**src/rtl/core/dts_pkg.sv**
```systemverilog
// Package with the command codes, result codes, controller states and control struct.
package dts_pkg;

    // Field widths of one input item and one result item.
    localparam int unsigned CMD_W  = 3;
    localparam int unsigned CHAN_W = 12;
    localparam int unsigned FREQ_W = 20;
    localparam int unsigned STAT_W = 2;
    localparam int unsigned CNT_W  = 5;

    // Command codes; the remaining codes change nothing and answer as a query.
    localparam logic [CMD_W-1:0] CMD_TOGGLE_DEL  = 3'd0;
    localparam logic [CMD_W-1:0] CMD_TOGGLE_SKIP = 3'd1;
    localparam logic [CMD_W-1:0] CMD_COMPARE     = 3'd2;
    localparam logic [CMD_W-1:0] CMD_SEARCH_DEL  = 3'd3;
    localparam logic [CMD_W-1:0] CMD_SEARCH_SKIP = 3'd4;

    // Result status codes.
    localparam logic [STAT_W-1:0] STAT_ADDED   = 2'd0;
    localparam logic [STAT_W-1:0] STAT_REMOVED = 2'd1;
    localparam logic [STAT_W-1:0] STAT_FULL    = 2'd2;
    localparam logic [STAT_W-1:0] STAT_QUERY   = 2'd3;

    // Controller states.
    typedef enum logic [1:0] {
        ST_IDLE,
        ST_SCAN,
        ST_COMMIT
    } dts_state_t;

    // Commands from the controller to the datapath.
    typedef struct packed {
        logic start;
        logic scan;
        logic commit;
    } dts_ctrl_t;

endpackage

```
**src/rtl/core/dts_cmd_if.sv**
```systemverilog
// Handshake channel that carries one command item.
interface dts_cmd_if
    import dts_pkg::*;
();
    logic              valid;
    logic              ready;
    logic [CMD_W-1:0]  cmd;
    logic [CHAN_W-1:0] channel;
    logic [FREQ_W-1:0] frequency;

    modport source (output valid, output cmd, output channel, output frequency, input ready);
    modport sink (input valid, input cmd, input channel, input frequency, output ready);
endinterface

```
**src/rtl/core/dts_res_if.sv**
```systemverilog
// Handshake channel that carries one result item.
interface dts_res_if
    import dts_pkg::*;
();
    logic              valid;
    logic              ready;
    logic [STAT_W-1:0] status;
    logic              found;
    logic              sets_equal;
    logic [CNT_W-1:0]  delete_count;
    logic [CNT_W-1:0]  skip_count;

    modport source (output valid, output status, output found, output sets_equal,
                    output delete_count, output skip_count, input ready);
    modport sink (input valid, input status, input found, input sets_equal,
                  input delete_count, input skip_count, output ready);
endinterface

```
**src/rtl/core/dts_ctrl.sv**
```systemverilog
// Controller: sequences the slot scan and hands finished results to the output register.
module dts_ctrl
    import dts_pkg::*;
#(
    parameter int unsigned ENTRIES = 16
) (
    input  logic                       clk,
    input  logic                       rst_n,
    input  logic                       in_valid,
    output logic                       in_ready,
    output logic                       out_valid,
    input  logic                       out_ready,
    output dts_ctrl_t                  ctrl,
    output logic [$clog2(ENTRIES)-1:0] idx
);

    localparam int unsigned IDX_W = $clog2(ENTRIES);

    dts_state_t       state_reg, state_next;
    logic [IDX_W-1:0] idx_reg, idx_next;
    logic             out_valid_reg, out_valid_next;
    logic             last_slot;

    assign last_slot = (idx_reg == IDX_W'(ENTRIES - 1));
    assign idx       = idx_reg;
    assign out_valid = out_valid_reg;

    // State, slot index and result valid registers.
    always_ff @(posedge clk or negedge rst_n)
    begin
        if (!rst_n)
        begin
            state_reg     <= ST_IDLE;
            idx_reg       <= '0;
            out_valid_reg <= 1'b0;
        end
        else
        begin
            state_reg     <= state_next;
            idx_reg       <= idx_next;
            out_valid_reg <= out_valid_next;
        end
    end

    // Next state and datapath commands.
    always_comb
    begin
        state_next  = state_reg;
        idx_next    = idx_reg;
        in_ready    = 1'b0;
        ctrl        = '0;
        unique case (state_reg)
            ST_IDLE:
            begin
                in_ready = 1'b1;
                if (in_valid)
                begin
                    ctrl.start = 1'b1;
                    idx_next   = '0;
                    state_next = ST_SCAN;
                end
            end
            ST_SCAN:
            begin
                ctrl.scan = 1'b1;
                idx_next  = idx_reg + IDX_W'(1);
                if (last_slot)
                begin
                    state_next = ST_COMMIT;
                end
            end
            ST_COMMIT:
            begin
                // Wait until the output register is free or is being emptied.
                if (!out_valid_reg || out_ready)
                begin
                    ctrl.commit = 1'b1;
                    state_next  = ST_IDLE;
                end
            end
            default:
            begin
                state_next = ST_IDLE;
            end
        endcase
    end

    // The result register fills on commit and empties when the sink takes the item.
    always_comb
    begin
        if (ctrl.commit)
        begin
            out_valid_next = 1'b1;
        end
        else if (out_ready)
        begin
            out_valid_next = 1'b0;
        end
        else
        begin
            out_valid_next = out_valid_reg;
        end
    end

    // A result appears only after a commit.
    a_valid_from_commit: assert property (@(posedge clk) disable iff (!rst_n)
        $rose(out_valid_reg) |-> $past(state_reg == ST_COMMIT))
        else $error("result valid rose without a commit");

    // An accepted item starts a scan at the first slot.
    a_scan_start: assert property (@(posedge clk) disable iff (!rst_n)
        (in_valid && in_ready) |=> (state_reg == ST_SCAN && idx_reg == '0))
        else $error("scan did not start at slot zero");

    // A commit never overwrites a result that has not been taken.
    a_no_overwrite: assert property (@(posedge clk) disable iff (!rst_n)
        (ctrl.commit && out_valid_reg) |-> out_ready)
        else $error("result overwritten before it was taken");

endmodule

```
**src/rtl/core/dts_dp.sv**
```systemverilog
// Datapath: both pair tables, the per-slot compare, the counts and the result register.
module dts_dp
    import dts_pkg::*;
#(
    parameter int unsigned ENTRIES = 16
) (
    input  logic                       clk,
    input  logic                       rst_n,
    input  dts_ctrl_t                  ctrl,
    input  logic [$clog2(ENTRIES)-1:0] idx,
    input  logic [CMD_W-1:0]           in_cmd,
    input  logic [CHAN_W-1:0]          in_channel,
    input  logic [FREQ_W-1:0]          in_frequency,
    output logic [STAT_W-1:0]          status,
    output logic                       found,
    output logic                       sets_equal,
    output logic [CNT_W-1:0]           delete_count,
    output logic [CNT_W-1:0]           skip_count
);

    localparam int unsigned IDX_W = $clog2(ENTRIES);
    localparam int unsigned TOT_W = $clog2(ENTRIES + 1);

    // Tables: valid bits are reset, pair payload is not.
    logic [ENTRIES-1:0] del_valid_reg;
    logic [ENTRIES-1:0] skip_valid_reg;
    logic [CHAN_W-1:0]  del_chan_reg  [ENTRIES];
    logic [FREQ_W-1:0]  del_freq_reg  [ENTRIES];
    logic [CHAN_W-1:0]  skip_chan_reg [ENTRIES];
    logic [FREQ_W-1:0]  skip_freq_reg [ENTRIES];
    logic [TOT_W-1:0]   del_cnt_reg, del_cnt_next;
    logic [TOT_W-1:0]   skip_cnt_reg, skip_cnt_next;

    // Latched item and scan flags.
    logic [CMD_W-1:0]   cmd_reg;
    logic [CHAN_W-1:0]  chan_reg;
    logic [FREQ_W-1:0]  freq_reg;
    logic               hit_reg;
    logic [IDX_W-1:0]   hit_idx_reg;
    logic               free_reg;
    logic [IDX_W-1:0]   free_idx_reg;
    logic               mismatch_reg;

    // Result register payload.
    logic [STAT_W-1:0]  status_reg, status_next;
    logic               found_reg, found_next;
    logic               equal_reg, equal_next;
    logic [TOT_W+CNT_W-1:0] del_cnt_ext;
    logic [TOT_W+CNT_W-1:0] skip_cnt_ext;

    logic               use_skip;
    logic               is_toggle;
    logic               is_search;
    logic               del_hit;
    logic               skip_hit;
    logic               sel_valid;
    logic               sel_hit;
    logic [ENTRIES-1:0] skip_match;
    logic               in_skip;
    logic               do_add;
    logic               do_remove;

    assign use_skip  = (cmd_reg == CMD_TOGGLE_SKIP) || (cmd_reg == CMD_SEARCH_SKIP);
    assign is_toggle = (cmd_reg == CMD_TOGGLE_DEL) || (cmd_reg == CMD_TOGGLE_SKIP);
    assign is_search = (cmd_reg == CMD_SEARCH_DEL) || (cmd_reg == CMD_SEARCH_SKIP);

    // Compare the slot under scan against the latched pair.
    assign del_hit   = del_valid_reg[idx] && (del_chan_reg[idx] == chan_reg)
                       && (del_freq_reg[idx] == freq_reg);
    assign skip_hit  = skip_valid_reg[idx] && (skip_chan_reg[idx] == chan_reg)
                       && (skip_freq_reg[idx] == freq_reg);
    assign sel_valid = use_skip ? skip_valid_reg[idx] : del_valid_reg[idx];
    assign sel_hit   = use_skip ? skip_hit : del_hit;

    // Search the whole skip set for the delete-set pair under scan.
    always_comb
    begin
        for (int j = 0; j < ENTRIES; j++)
        begin
            skip_match[j] = skip_valid_reg[j] && (skip_chan_reg[j] == del_chan_reg[idx])
                            && (skip_freq_reg[j] == del_freq_reg[idx]);
        end
    end
    assign in_skip = |skip_match;

    // Latch the item and collect the scan flags one slot per cycle.
    always_ff @(posedge clk or negedge rst_n)
    begin
        if (!rst_n)
        begin
            hit_reg      <= 1'b0;
            free_reg     <= 1'b0;
            mismatch_reg <= 1'b0;
        end
        else if (ctrl.start)
        begin
            hit_reg      <= 1'b0;
            free_reg     <= 1'b0;
            mismatch_reg <= 1'b0;
        end
        else if (ctrl.scan)
        begin
            if (sel_hit && !hit_reg)
            begin
                hit_reg <= 1'b1;
            end
            if (!sel_valid && !free_reg)
            begin
                free_reg <= 1'b1;
            end
            if (del_valid_reg[idx] && !in_skip)
            begin
                mismatch_reg <= 1'b1;
            end
        end
    end

    always_ff @(posedge clk)
    begin
        if (ctrl.start)
        begin
            cmd_reg  <= in_cmd;
            chan_reg <= in_channel;
            freq_reg <= in_frequency;
        end
        if (ctrl.scan && sel_hit && !hit_reg)
        begin
            hit_idx_reg <= idx;
        end
        if (ctrl.scan && !sel_valid && !free_reg)
        begin
            free_idx_reg <= idx;
        end
    end

    // Decide the table update and the result at commit.
    assign do_remove = ctrl.commit && is_toggle && hit_reg;
    assign do_add    = ctrl.commit && is_toggle && !hit_reg && free_reg;

    always_comb
    begin
        del_cnt_next  = del_cnt_reg;
        skip_cnt_next = skip_cnt_reg;
        if (do_remove)
        begin
            if (use_skip)
            begin
                skip_cnt_next = skip_cnt_reg - TOT_W'(1);
            end
            else
            begin
                del_cnt_next = del_cnt_reg - TOT_W'(1);
            end
        end
        else if (do_add)
        begin
            if (use_skip)
            begin
                skip_cnt_next = skip_cnt_reg + TOT_W'(1);
            end
            else
            begin
                del_cnt_next = del_cnt_reg + TOT_W'(1);
            end
        end
    end

    always_comb
    begin
        if (!is_toggle)
        begin
            status_next = STAT_QUERY;
        end
        else if (hit_reg)
        begin
            status_next = STAT_REMOVED;
        end
        else if (free_reg)
        begin
            status_next = STAT_ADDED;
        end
        else
        begin
            status_next = STAT_FULL;
        end
        found_next = is_search && hit_reg;
        equal_next = (cmd_reg == CMD_COMPARE) && !mismatch_reg
                     && (del_cnt_reg == skip_cnt_reg);
    end

    // Valid bits and counts.
    always_ff @(posedge clk or negedge rst_n)
    begin
        if (!rst_n)
        begin
            del_valid_reg  <= '0;
            skip_valid_reg <= '0;
            del_cnt_reg    <= '0;
            skip_cnt_reg   <= '0;
        end
        else
        begin
            del_cnt_reg  <= del_cnt_next;
            skip_cnt_reg <= skip_cnt_next;
            if (do_remove)
            begin
                if (use_skip)
                begin
                    skip_valid_reg[hit_idx_reg] <= 1'b0;
                end
                else
                begin
                    del_valid_reg[hit_idx_reg] <= 1'b0;
                end
            end
            else if (do_add)
            begin
                if (use_skip)
                begin
                    skip_valid_reg[free_idx_reg] <= 1'b1;
                end
                else
                begin
                    del_valid_reg[free_idx_reg] <= 1'b1;
                end
            end
        end
    end

    // Pair payload of a newly added slot.
    always_ff @(posedge clk)
    begin
        if (do_add)
        begin
            if (use_skip)
            begin
                skip_chan_reg[free_idx_reg] <= chan_reg;
                skip_freq_reg[free_idx_reg] <= freq_reg;
            end
            else
            begin
                del_chan_reg[free_idx_reg] <= chan_reg;
                del_freq_reg[free_idx_reg] <= freq_reg;
            end
        end
    end

    // Result register.
    always_ff @(posedge clk)
    begin
        if (ctrl.commit)
        begin
            status_reg <= status_next;
            found_reg  <= found_next;
            equal_reg  <= equal_next;
        end
    end

    // Counts are reported in their low bits.
    assign del_cnt_ext  = {{CNT_W{1'b0}}, del_cnt_reg};
    assign skip_cnt_ext = {{CNT_W{1'b0}}, skip_cnt_reg};

    assign status       = status_reg;
    assign found        = found_reg;
    assign sets_equal   = equal_reg;
    assign delete_count = del_cnt_ext[CNT_W-1:0];
    assign skip_count   = skip_cnt_ext[CNT_W-1:0];

    // Each count always equals the number of valid slots in its table.
    a_del_count: assert property (@(posedge clk) disable iff (!rst_n)
        $countones(del_valid_reg) == int'(del_cnt_reg))
        else $error("delete count out of step with valid bits");

    a_skip_count: assert property (@(posedge clk) disable iff (!rst_n)
        $countones(skip_valid_reg) == int'(skip_cnt_reg))
        else $error("skip count out of step with valid bits");

    // The tables change only at a commit.
    a_change_on_commit: assert property (@(posedge clk) disable iff (!rst_n)
        ((del_valid_reg != $past(del_valid_reg)) || (skip_valid_reg != $past(skip_valid_reg)))
        |-> $past(ctrl.commit))
        else $error("table changed outside a commit");

endmodule

```
**src/rtl/core/dual_toggle_set_compare.sv**
```systemverilog
// Each accepted command item is scanned slot by slot and then committed to the output register;
// a new item is accepted only after the previous one has committed. The slot scan visits
// one slot of the chosen table per cycle and then commits the update.
// A compare checks one delete-set slot per cycle against all skip-set slots at once.
// A finished result waits in the output register while the next item is scanned.
// Reset (rst_n, asynchronous) empties both tables and zeroes both counts at once.
module dual_toggle_set_compare
    import dts_pkg::*;
#(
    parameter int unsigned ENTRIES = 16
) (
    input  logic   clk,
    input  logic   rst_n,
    dts_cmd_if.sink   req,
    dts_res_if.source rsp
);

    localparam int unsigned IDX_W = $clog2(ENTRIES);

    dts_ctrl_t        ctrl;
    logic [IDX_W-1:0] idx;

    // Sequencing of each item.
    dts_ctrl #(
        .ENTRIES (ENTRIES)
    ) u_ctrl (
        .clk       (clk),
        .rst_n     (rst_n),
        .in_valid  (req.valid),
        .in_ready  (req.ready),
        .out_valid (rsp.valid),
        .out_ready (rsp.ready),
        .ctrl      (ctrl),
        .idx       (idx)
    );

    // Tables, match logic and result register.
    dts_dp #(
        .ENTRIES (ENTRIES)
    ) u_dp (
        .clk          (clk),
        .rst_n        (rst_n),
        .ctrl         (ctrl),
        .idx          (idx),
        .in_cmd       (req.cmd),
        .in_channel   (req.channel),
        .in_frequency (req.frequency),
        .status       (rsp.status),
        .found        (rsp.found),
        .sets_equal   (rsp.sets_equal),
        .delete_count (rsp.delete_count),
        .skip_count   (rsp.skip_count)
    );

endmodule

```
**src/flat_wrapper.sv**
```systemverilog
// flat-port wrapper written by rule: the top's interface ports become plain ports
module dual_toggle_set_compare_flat import dts_pkg::*;
#(
    parameter int unsigned ENTRIES = 16
)
  (clk, rst_n, req_valid, req_cmd, req_channel, req_frequency, req_ready, rsp_valid, rsp_status, rsp_found, rsp_sets_equal, rsp_delete_count, rsp_skip_count, rsp_ready);
  dts_cmd_if req_i ();
  dts_res_if rsp_i ();
  input  logic clk;
  input  logic rst_n;
  input wire logic [$bits(req_i.valid)-1:0] req_valid;
  input wire logic [$bits(req_i.cmd)-1:0] req_cmd;
  input wire logic [$bits(req_i.channel)-1:0] req_channel;
  input wire logic [$bits(req_i.frequency)-1:0] req_frequency;
  output wire logic [$bits(req_i.ready)-1:0] req_ready;
  output wire logic [$bits(rsp_i.valid)-1:0] rsp_valid;
  output wire logic [$bits(rsp_i.status)-1:0] rsp_status;
  output wire logic [$bits(rsp_i.found)-1:0] rsp_found;
  output wire logic [$bits(rsp_i.sets_equal)-1:0] rsp_sets_equal;
  output wire logic [$bits(rsp_i.delete_count)-1:0] rsp_delete_count;
  output wire logic [$bits(rsp_i.skip_count)-1:0] rsp_skip_count;
  input wire logic [$bits(rsp_i.ready)-1:0] rsp_ready;
  assign req_i.valid = req_valid;
  assign req_i.cmd = req_cmd;
  assign req_i.channel = req_channel;
  assign req_i.frequency = req_frequency;
  assign req_ready = req_i.ready;
  assign rsp_valid = rsp_i.valid;
  assign rsp_status = rsp_i.status;
  assign rsp_found = rsp_i.found;
  assign rsp_sets_equal = rsp_i.sets_equal;
  assign rsp_delete_count = rsp_i.delete_count;
  assign rsp_skip_count = rsp_i.skip_count;
  assign rsp_i.ready = rsp_ready;
  dual_toggle_set_compare #(.ENTRIES(ENTRIES)) u_core (.clk(clk), .rst_n(rst_n), .req(req_i), .rsp(rsp_i));
endmodule
```
**config.mk**
```make
export PLATFORM = sky130hd
export DESIGN_NAME = dual_toggle_set_compare_flat
export DESIGN_NICKNAME = d
export VERILOG_FILES = /design/src/rtl/core/dts_pkg.sv /design/src/rtl/core/dts_cmd_if.sv /design/src/rtl/core/dts_res_if.sv /design/src/rtl/core/dts_ctrl.sv /design/src/rtl/core/dts_dp.sv /design/src/rtl/core/dual_toggle_set_compare.sv /design/src/flat_wrapper.sv
export SDC_FILE = /design/constraint.sdc
export NUM_CORES = 2
export LEC_CHECK = 0
export BUFFER_PORTS_ARGS = -buffer_cell sky130_fd_sc_hd__buf_2
export CAP_MARGIN = 25
export CORE_ASPECT_RATIO = 1.25
export CORE_MARGIN = 2
export CORE_UTILIZATION = 58
export DETAILED_ROUTE_END_ITERATION = 7
export PLACE_DENSITY = 0.71
export REMOVE_ABC_BUFFERS = 1
export SETUP_SLACK_MARGIN = 0.15
export SYNTH_ARGS = -nofsm -noshare
export SYNTH_HDL_FRONTEND = slang
export SYNTH_SLANG_ARGS = --single-unit
```
**constraint.sdc**
```tcl
create_clock -name clk -period 4.8 [get_ports clk]
set_input_delay 0.72 -clock clk [delete_from_list [all_inputs] [get_ports clk]]
set_output_delay 0.72 -clock clk [all_outputs]
set_load 0.01 [all_outputs]
```
# [Word level (Yosys, flattened, before mapping)]
# Memories as Yosys holds them, arrays and structs flattened.
# Index checks and enable logic that the tools add are counted.
[word_totals] reg_bits=99 ram_bits=1024 inputBits=39 out_inout_bits=16 word_cells=227 n_memories=4
[mem_list] memory="u_core.u_dp.del_freq_reg" words=16 width=20 rd=1 rd_ports_with_merged_regs=0 wr=1 line_no="dts_dp.sv:28" rtl="logic [FREQ_W-1:0] del_freq_reg [ENTRIES];"
[mem_list] memory="u_core.u_dp.skip_freq_reg" words=16 width=20 rd=17 rd_ports_with_merged_regs=0 wr=1 line_no="dts_dp.sv:30" rtl="logic [FREQ_W-1:0] skip_freq_reg [ENTRIES];"
[mem_list] memory="u_core.u_dp.del_chan_reg" words=16 width=12 rd=1 rd_ports_with_merged_regs=0 wr=1 line_no="dts_dp.sv:27" rtl="logic [CHAN_W-1:0] del_chan_reg [ENTRIES];"
[mem_list] memory="u_core.u_dp.skip_chan_reg" words=16 width=12 rd=17 rd_ports_with_merged_regs=0 wr=1 line_no="dts_dp.sv:29" rtl="logic [CHAN_W-1:0] skip_chan_reg [ENTRIES];"
[op_classes] n_addsub=5 n_lt_le_gt_ge=5 eq_ne=51 n_mux=57 n_bitwise=6 n_reduce_logical=80
[ops] cell="20-bit equality test" n=18
[ops] cell="12-bit equality test" n=18
[ops] cell="16-bit two-way mux" n=8
[ops] cell="1-bit logical AND" n=52
[ops] cell="5-bit two-way mux" n=8
[ops] cell="16-bit bitwise AND" n=2
[ops] cell="16-bit bitwise OR" n=2
[ops] cell="1-bit two-way mux" n=29
[ops] cell="16-bit NOT" n=1
[ops] cell="16-bit OR reduction" n=1
[ops] cell="4-bit by 5-bit < comparator with 1-bit output (second input constant)" n=3
[ops] cell="2-bit inequality test (second input constant)" n=7
[ops] cell="2-bit nonzero test" n=7
[ops] cell="5-bit by 1-bit adder with 5-bit output (second input constant)" n=2
[ops] cell="2-bit two-way mux" n=5
[ops] cell="5-bit by 1-bit subtractor with 5-bit output (second input constant)" n=2
[ops] cell="3-bit AND reduction" n=3
[ops] cell="1-bit binary-select mux with 4-bit select" n=2
[ops] cell="1-bit demux with 4-bit select" n=2
[ops] cell="4-bit by 1-bit >= comparator with 1-bit output (second input constant)" n=2
[ops] cell="4-bit one-hot mux with 2 select lines" n=1
[ops] cell="2-bit AND reduction" n=4
[ops] cell="3-bit by 2-bit equality test with 1-bit output (second input constant)" n=2
[ops] cell="1-bit zero test" n=6
[ops] cell="14 further kinds" n=17

# [Logic depth before layout (Yosys ltp)]
# An unclocked memory read counts as a cell.
[depth] ltp_word=10 depth_mapped=18 mapped_depth_nobuf=10

# [Modules after synthesis]
# Synthesis repeated with hierarchy kept, for this count alone.
[unflattened] cells_unflattened=3009 hier_area_um2=51376.8
[modules_own_cells] mod="dts_dp" instances=1 cells_per_inst=2978 area_per_inst_um2=51033.9 seq_area_each_um2=33286.9
[modules_own_cells] mod="dts_ctrl" instances=1 cells_per_inst=31 area_per_inst_um2=342.8 seq_area_each_um2=175.2

# [Least setup slack after synthesis]
# Ideal clock, no wire load.
[synth_path] path_type="register -> register" startpoint="register u_core.u_ctrl.idx_reg[1], in the netlist u_core.u_ctrl.idx[1]" endpoint="register u_core.u_dp.hit_idx_reg[0], enable pin" setup_ps=332 t_arrival_ps=3737 required_ps=4468 slack_ps=731 stages_incl_launch_ff=16 n_path_buf=7 period_less_slack_ps=4069 cell_sequence="dfrtp_1 -> buf_2 -> buf_6 -> buf_2 -> buf_2 -> buf_2 -> buf_2 -> buf_1 -> mux4_2 -> mux4_2 -> xnor2_1 -> nand4_1 -> nor4_1 -> nand3_1 -> a21oi_1 -> nor2b_1"
[synth_via] elab_chain_len=7 elab_cells_between_ends=19 cone_classes="eq/ne (4); mux (5); reduce/logical (6); memory (4)"
[synth_lines] element="from (decl)" line_no="dts_ctrl.sv:20" rtl="logic [IDX_W-1:0] idx_reg, idx_next;"
[synth_lines] element="from (signal assigned)" line_no="dts_ctrl.sv:40" rtl="idx_reg <= idx_next;"
[synth_lines] element="memory 16 x 12 bit (tied with other cells)"
[synth_lines] element="12-bit equality test (tied with other cells)" line_no="dts_dp.sv:68" rtl="assign del_hit = del_valid_reg[idx] && (del_chan_reg[idx] == chan_reg)"
[synth_lines] element="1-bit logical AND, on equally long branches" line_no="dts_dp.sv:68, dts_dp.sv:70"
[synth_lines] element="1-bit logical AND, on equally long branches" line_no="dts_dp.sv:69, dts_dp.sv:71"
[synth_lines] element="1-bit two-way mux *" line_no="dts_dp.sv:73" rtl="assign sel_hit = use_skip ? skip_hit : del_hit;"
[synth_lines] element="1-bit logical AND * (2 in series)" line_no="dts_dp.sv:126" rtl="if (ctrl.scan && sel_hit && !hit_reg)"
[synth_lines] element="to (signal assigned)" line_no="dts_dp.sv:128" rtl="hit_idx_reg <= idx;"
[synth_lines] element="to (decl)" line_no="dts_dp.sv:39" rtl="logic [IDX_W-1:0] hit_idx_reg;"
# Mark *: on every way between the ends. The rest lies on a longest branch, timed or not. The select of a mux whose other input is x is not followed.
# A chain may end at the register's enable or synchronous reset.

# [Worst setup path in the final report]
[layout_path] startpoint="register u_core.u_ctrl.idx_reg[0], in the netlist u_core.u_ctrl.idx[0]" endpoint="register u_core.u_dp.mismatch_reg"
[layout_via] elab_chain_len=9 elab_cells_between_ends=73 cone_classes="eq/ne (32); mux (2); reduce/logical (37); memory (2)"
[layout_lines] element="memory 16 x 12 bit"
[layout_lines] element="12-bit equality test" line_no="dts_dp.sv:80" rtl="skip_match[j] = skip_valid_reg[j] && (skip_chan_reg[j] == del_chan_reg[idx])"
[layout_lines] element="1-bit logical AND" line_no="dts_dp.sv:80"
[layout_lines] element="1-bit logical AND" line_no="dts_dp.sv:81" rtl="&& (skip_freq_reg[j] == del_freq_reg[idx]);"
[layout_lines] element="16-bit OR reduction" line_no="dts_dp.sv:84" rtl="assign in_skip = |skip_match;"
[layout_lines] element="1-bit zero test" line_no="dts_dp.sv:111" rtl="if (del_valid_reg[idx] && !in_skip)"
[layout_lines] element="1-bit logical AND *" line_no="dts_dp.sv:111"
[layout_lines] element="2-bit nonzero test (no line) *"
[layout_lines] element="2-bit AND reduction (no line) *"
[layout_lines] element="to (signal assigned)" line_no="dts_dp.sv:93" rtl="mismatch_reg <= 1'b0;"
[layout_lines] element="to (signal assigned)" line_no="dts_dp.sv:99" rtl="mismatch_reg <= 1'b0;"
[layout_lines] element="to (signal assigned)" line_no="dts_dp.sv:113" rtl="mismatch_reg <= 1'b1;"
[layout_lines] element="to (decl)" line_no="dts_dp.sv:42" rtl="logic mismatch_reg;"
# Marked as above.

==> results.ini <==
[placement]
dpl.hpwl_um=150000
io_buffer_count=54
place_area_um2=56100
dp.cells=4595
pre_cts_ws_ps=-122
place_congestion=1.10

[global_route]
grtUsageTotal=0.448
grt_antenna_before_repair=22
grt_pass1_wl_um=281000
grt_overflow_total=0
grt_max_degree=54
grt_pass1_vias=33765

[cells_and_area]
nNetsFinal=3571
nFillCells=6213
mostFrequentLayoutCell=edfxtp_1
area_delta_synth_final_pct=14.6
design_area_um2=60200
fin_util=0.670
stdcell_count=4816
final_layout_size_suffix_gt1_frac=0.249
layout_common_cells=edfxtp_1, xnor2_1, buf_4

[sta]
holdWs_ps=154
fmax_ghz=0.211
finalSetupTns_ps=0
finalWorstSetupSlack_ps=69.4
fin_skew_ps=36.0
post-route-period-util=0.986
hold_viol=0
rsz0062_at_grt=false
setup_viol_count_final=0
slew_viol_final=0
relSlewSlack=0.269
worstMarginPinSlew_ps=1100
fin_crit_ps=4730

[pwr]
sw_frac_of_total=0.427
max-vdd-ir-drop_uv=459
leakagePower_nw=19.7
p_switching_mw=18.0
seqPwrFrac=0.269
p_int_mw=24.2
p_per_area_nw_per_um2=701
p_comb_frac=0.510
total_power_mw=42.2
clock_power_share=0.222

[critical_path]
cp_num_buf_inv=2
rr_worst_depth=12
slowest_delay_ps=680
cp_num_cells=12
r2r-end=u_core.u_dp.mismatch_reg
crit_chain=buf_4 -> mux4_2 -> and2_1 -> o22ai_4 -> buf_4 -> xor2_1 -> nand3_1 -> or4_1 -> or4_1 -> o22ai_1 -> nor4bb_1 -> a32o_1
cp-start-kind=flop
r2r_slack_ps=70
cp.required_ps=5390
cp_top_family=simple AND/OR/NAND/NOR gates
crit_type=reg -> reg
arrival_ps=5330
cp-end-kind=flop
worstPathMaxFanout=13
critPathSlowestCell=or4_1
r2r_start=u_core.u_ctrl.idx[0]

[route]
dr.pass1.iters=6
avgRoutedWirePerCell_um=42.9
drc=0
drt_wl_total_um=207000
antenna_left=0
via_per_inst=7.28
drt_iter0_drc=6674
vias=35077

[clock_tree]
htree_levels=3
cts-root-buf=clkbuf_16
cts_buffers=108
cts_tree=done
cts_sinks=1123
cts_buffer_depth=3
clkTransAtPathRegs_ps=70
insertion_delay_ps=730

[synthesis]
ys.flop_type=edfxtp_1
synth.distinct_cells=89
yosysWarnings=0
netlist.area_leader.share=0.612
yosys.area.top_type=edfxtp_1
synth-edff-count=1071
syn_inst=3224
ys_seq_elements=1123
synth_area_leaders=edfxtp_1, mux4_2, xnor2_1
avgSynthCellArea_um2=16.3
async_flop_share=0.0463
ys_seq_area_frac=0.637
syn_area_um2=52500

[floorplanning]
fp.dieH_um=340
num_rows=123
io_pins=55
die-area_um2=93000
start_util=0.584
fp.dieW_um=273
core_um2=89900

[flow_run]
drv_cap=0

[status]
outcome=finished, final reports clean

[min_path]
min_path_type=in -> async

## timing repair
| item | in CTS | in global routing |
|---|---|---|
| cloned | 0 | 0 |
| resized for setup | 4 | 15 |
| hold endpoints to repair | 0 | 0 |
| pin swaps | 0 | 1 |
| buffers inserted | 1 | 1 |
| hold buffers | 0 | 0 |
| setup endpoints to repair | 5 | 5 |
## cell families (layout without fill, tap and decap cells)
| kind of cell | count (synthesis) | count (layout) | synth area share |
|---|---|---|---|
| flops | 1123 | 1123 | 0.637 |
| xor+xnor | 537 | 537 | 0.0895 |
| simple gates | 504 | 504 | 0.0502 |
| compound gates | 428 | 428 | 0.0564 |
| mux | 423 | 423 | 0.144 |
| buf+inv | 200 | 594 | 0.0208 |
| fa+ha+maj | 9 | 9 | 0.00243 |
| other cells | 0 | 11 | 0 |
## cell usage after synthesis, drive strengths merged, types with 12 or more instances
cell	count
mux4	247
clkbuf	38
xnor2	333
edfxtp	1071
a221oi	16
a22oi	21
nand2b	14
nand2	84
nand4	73
xor2	204
nor2	121
nand3	34
o21ai	122
nor4	50
o22ai	47
inv	38
a21oi	51
or3	12
mux2i	150
o221ai	20
nor2b	19
dfrtp	52
or4	15
o22a	13
a2111oi	14
mux2	26
nor3	35
o2111ai	20
buf	124
## cell type report
class | instances | area [µm²] | share of cell area
Antenna cell | 11 | 27.5 | 0.000457
Multi-Input combinational cell | 1901 | 18400 | 0.305
Tap cell | 1187 | 1490 | 0.0247
Inverter | 38 | 150 | 0.00249
Sequential cell | 1123 | 33500 | 0.556
Clock inverter | 86 | 1140 | 0.0190
Clock buffer | 119 | 2740 | 0.0456
Timing Repair Buffer | 351 | 2800 | 0.0465
## power by group through the flow
stage               sequential (mW)  combinational (mW)  clock [mW]
floorplan                      12.1                9.22           0
global placement               11.5                20.3           0
detailed placement             11.5                20.4           0
CTS                            11.3                20.6        9.35
global route                   11.3                21.7        9.70
finish                         11.3                21.5        9.35
## worst register-to-register path, stage by stage (launching register included)
cell	delay (ps)
dfrtp_4	670
buf_4	270
mux4_2	550
and2_1	330
o22ai_4	320
buf_4	360
xor2_1	300
nand3_1	130
or4_1	680
or4_1	540
o22ai_1	180
nor4bb_1	80
a32o_1	220
## worst max-delay path by stage
stage                            endpoint                  from  slack [ps]
3_3_place_gp   u_core.u_dp.hit_idx_reg[0]  u_core.u_ctrl.idx[0]         -90
2_1_floorplan    u_core.u_dp.mismatch_reg  u_core.u_ctrl.idx[0]       -9910
3_5_place_dp   u_core.u_dp.hit_idx_reg[3]  u_core.u_ctrl.idx[0]        -120
6_report         u_core.u_dp.mismatch_reg  u_core.u_ctrl.idx[0]          70
5_1_grt          u_core.u_dp.mismatch_reg  u_core.u_ctrl.idx[2]         160
4_1_cts          u_core.u_dp.mismatch_reg  u_core.u_ctrl.idx[1]         190
## layer usage
metal  wire length, µm  part of all wire  up-vias  global-route usage
li1                  -                 -    13425                   -
met1             71300              0.35    17799               0.593
met2             91600              0.44     3122               0.661
met3             26300              0.13      715               0.117
met4             17200             0.083       16               0.291
met5               109           0.00053        -                   0
No activity file was read; power rests on OpenSTA's default activity.
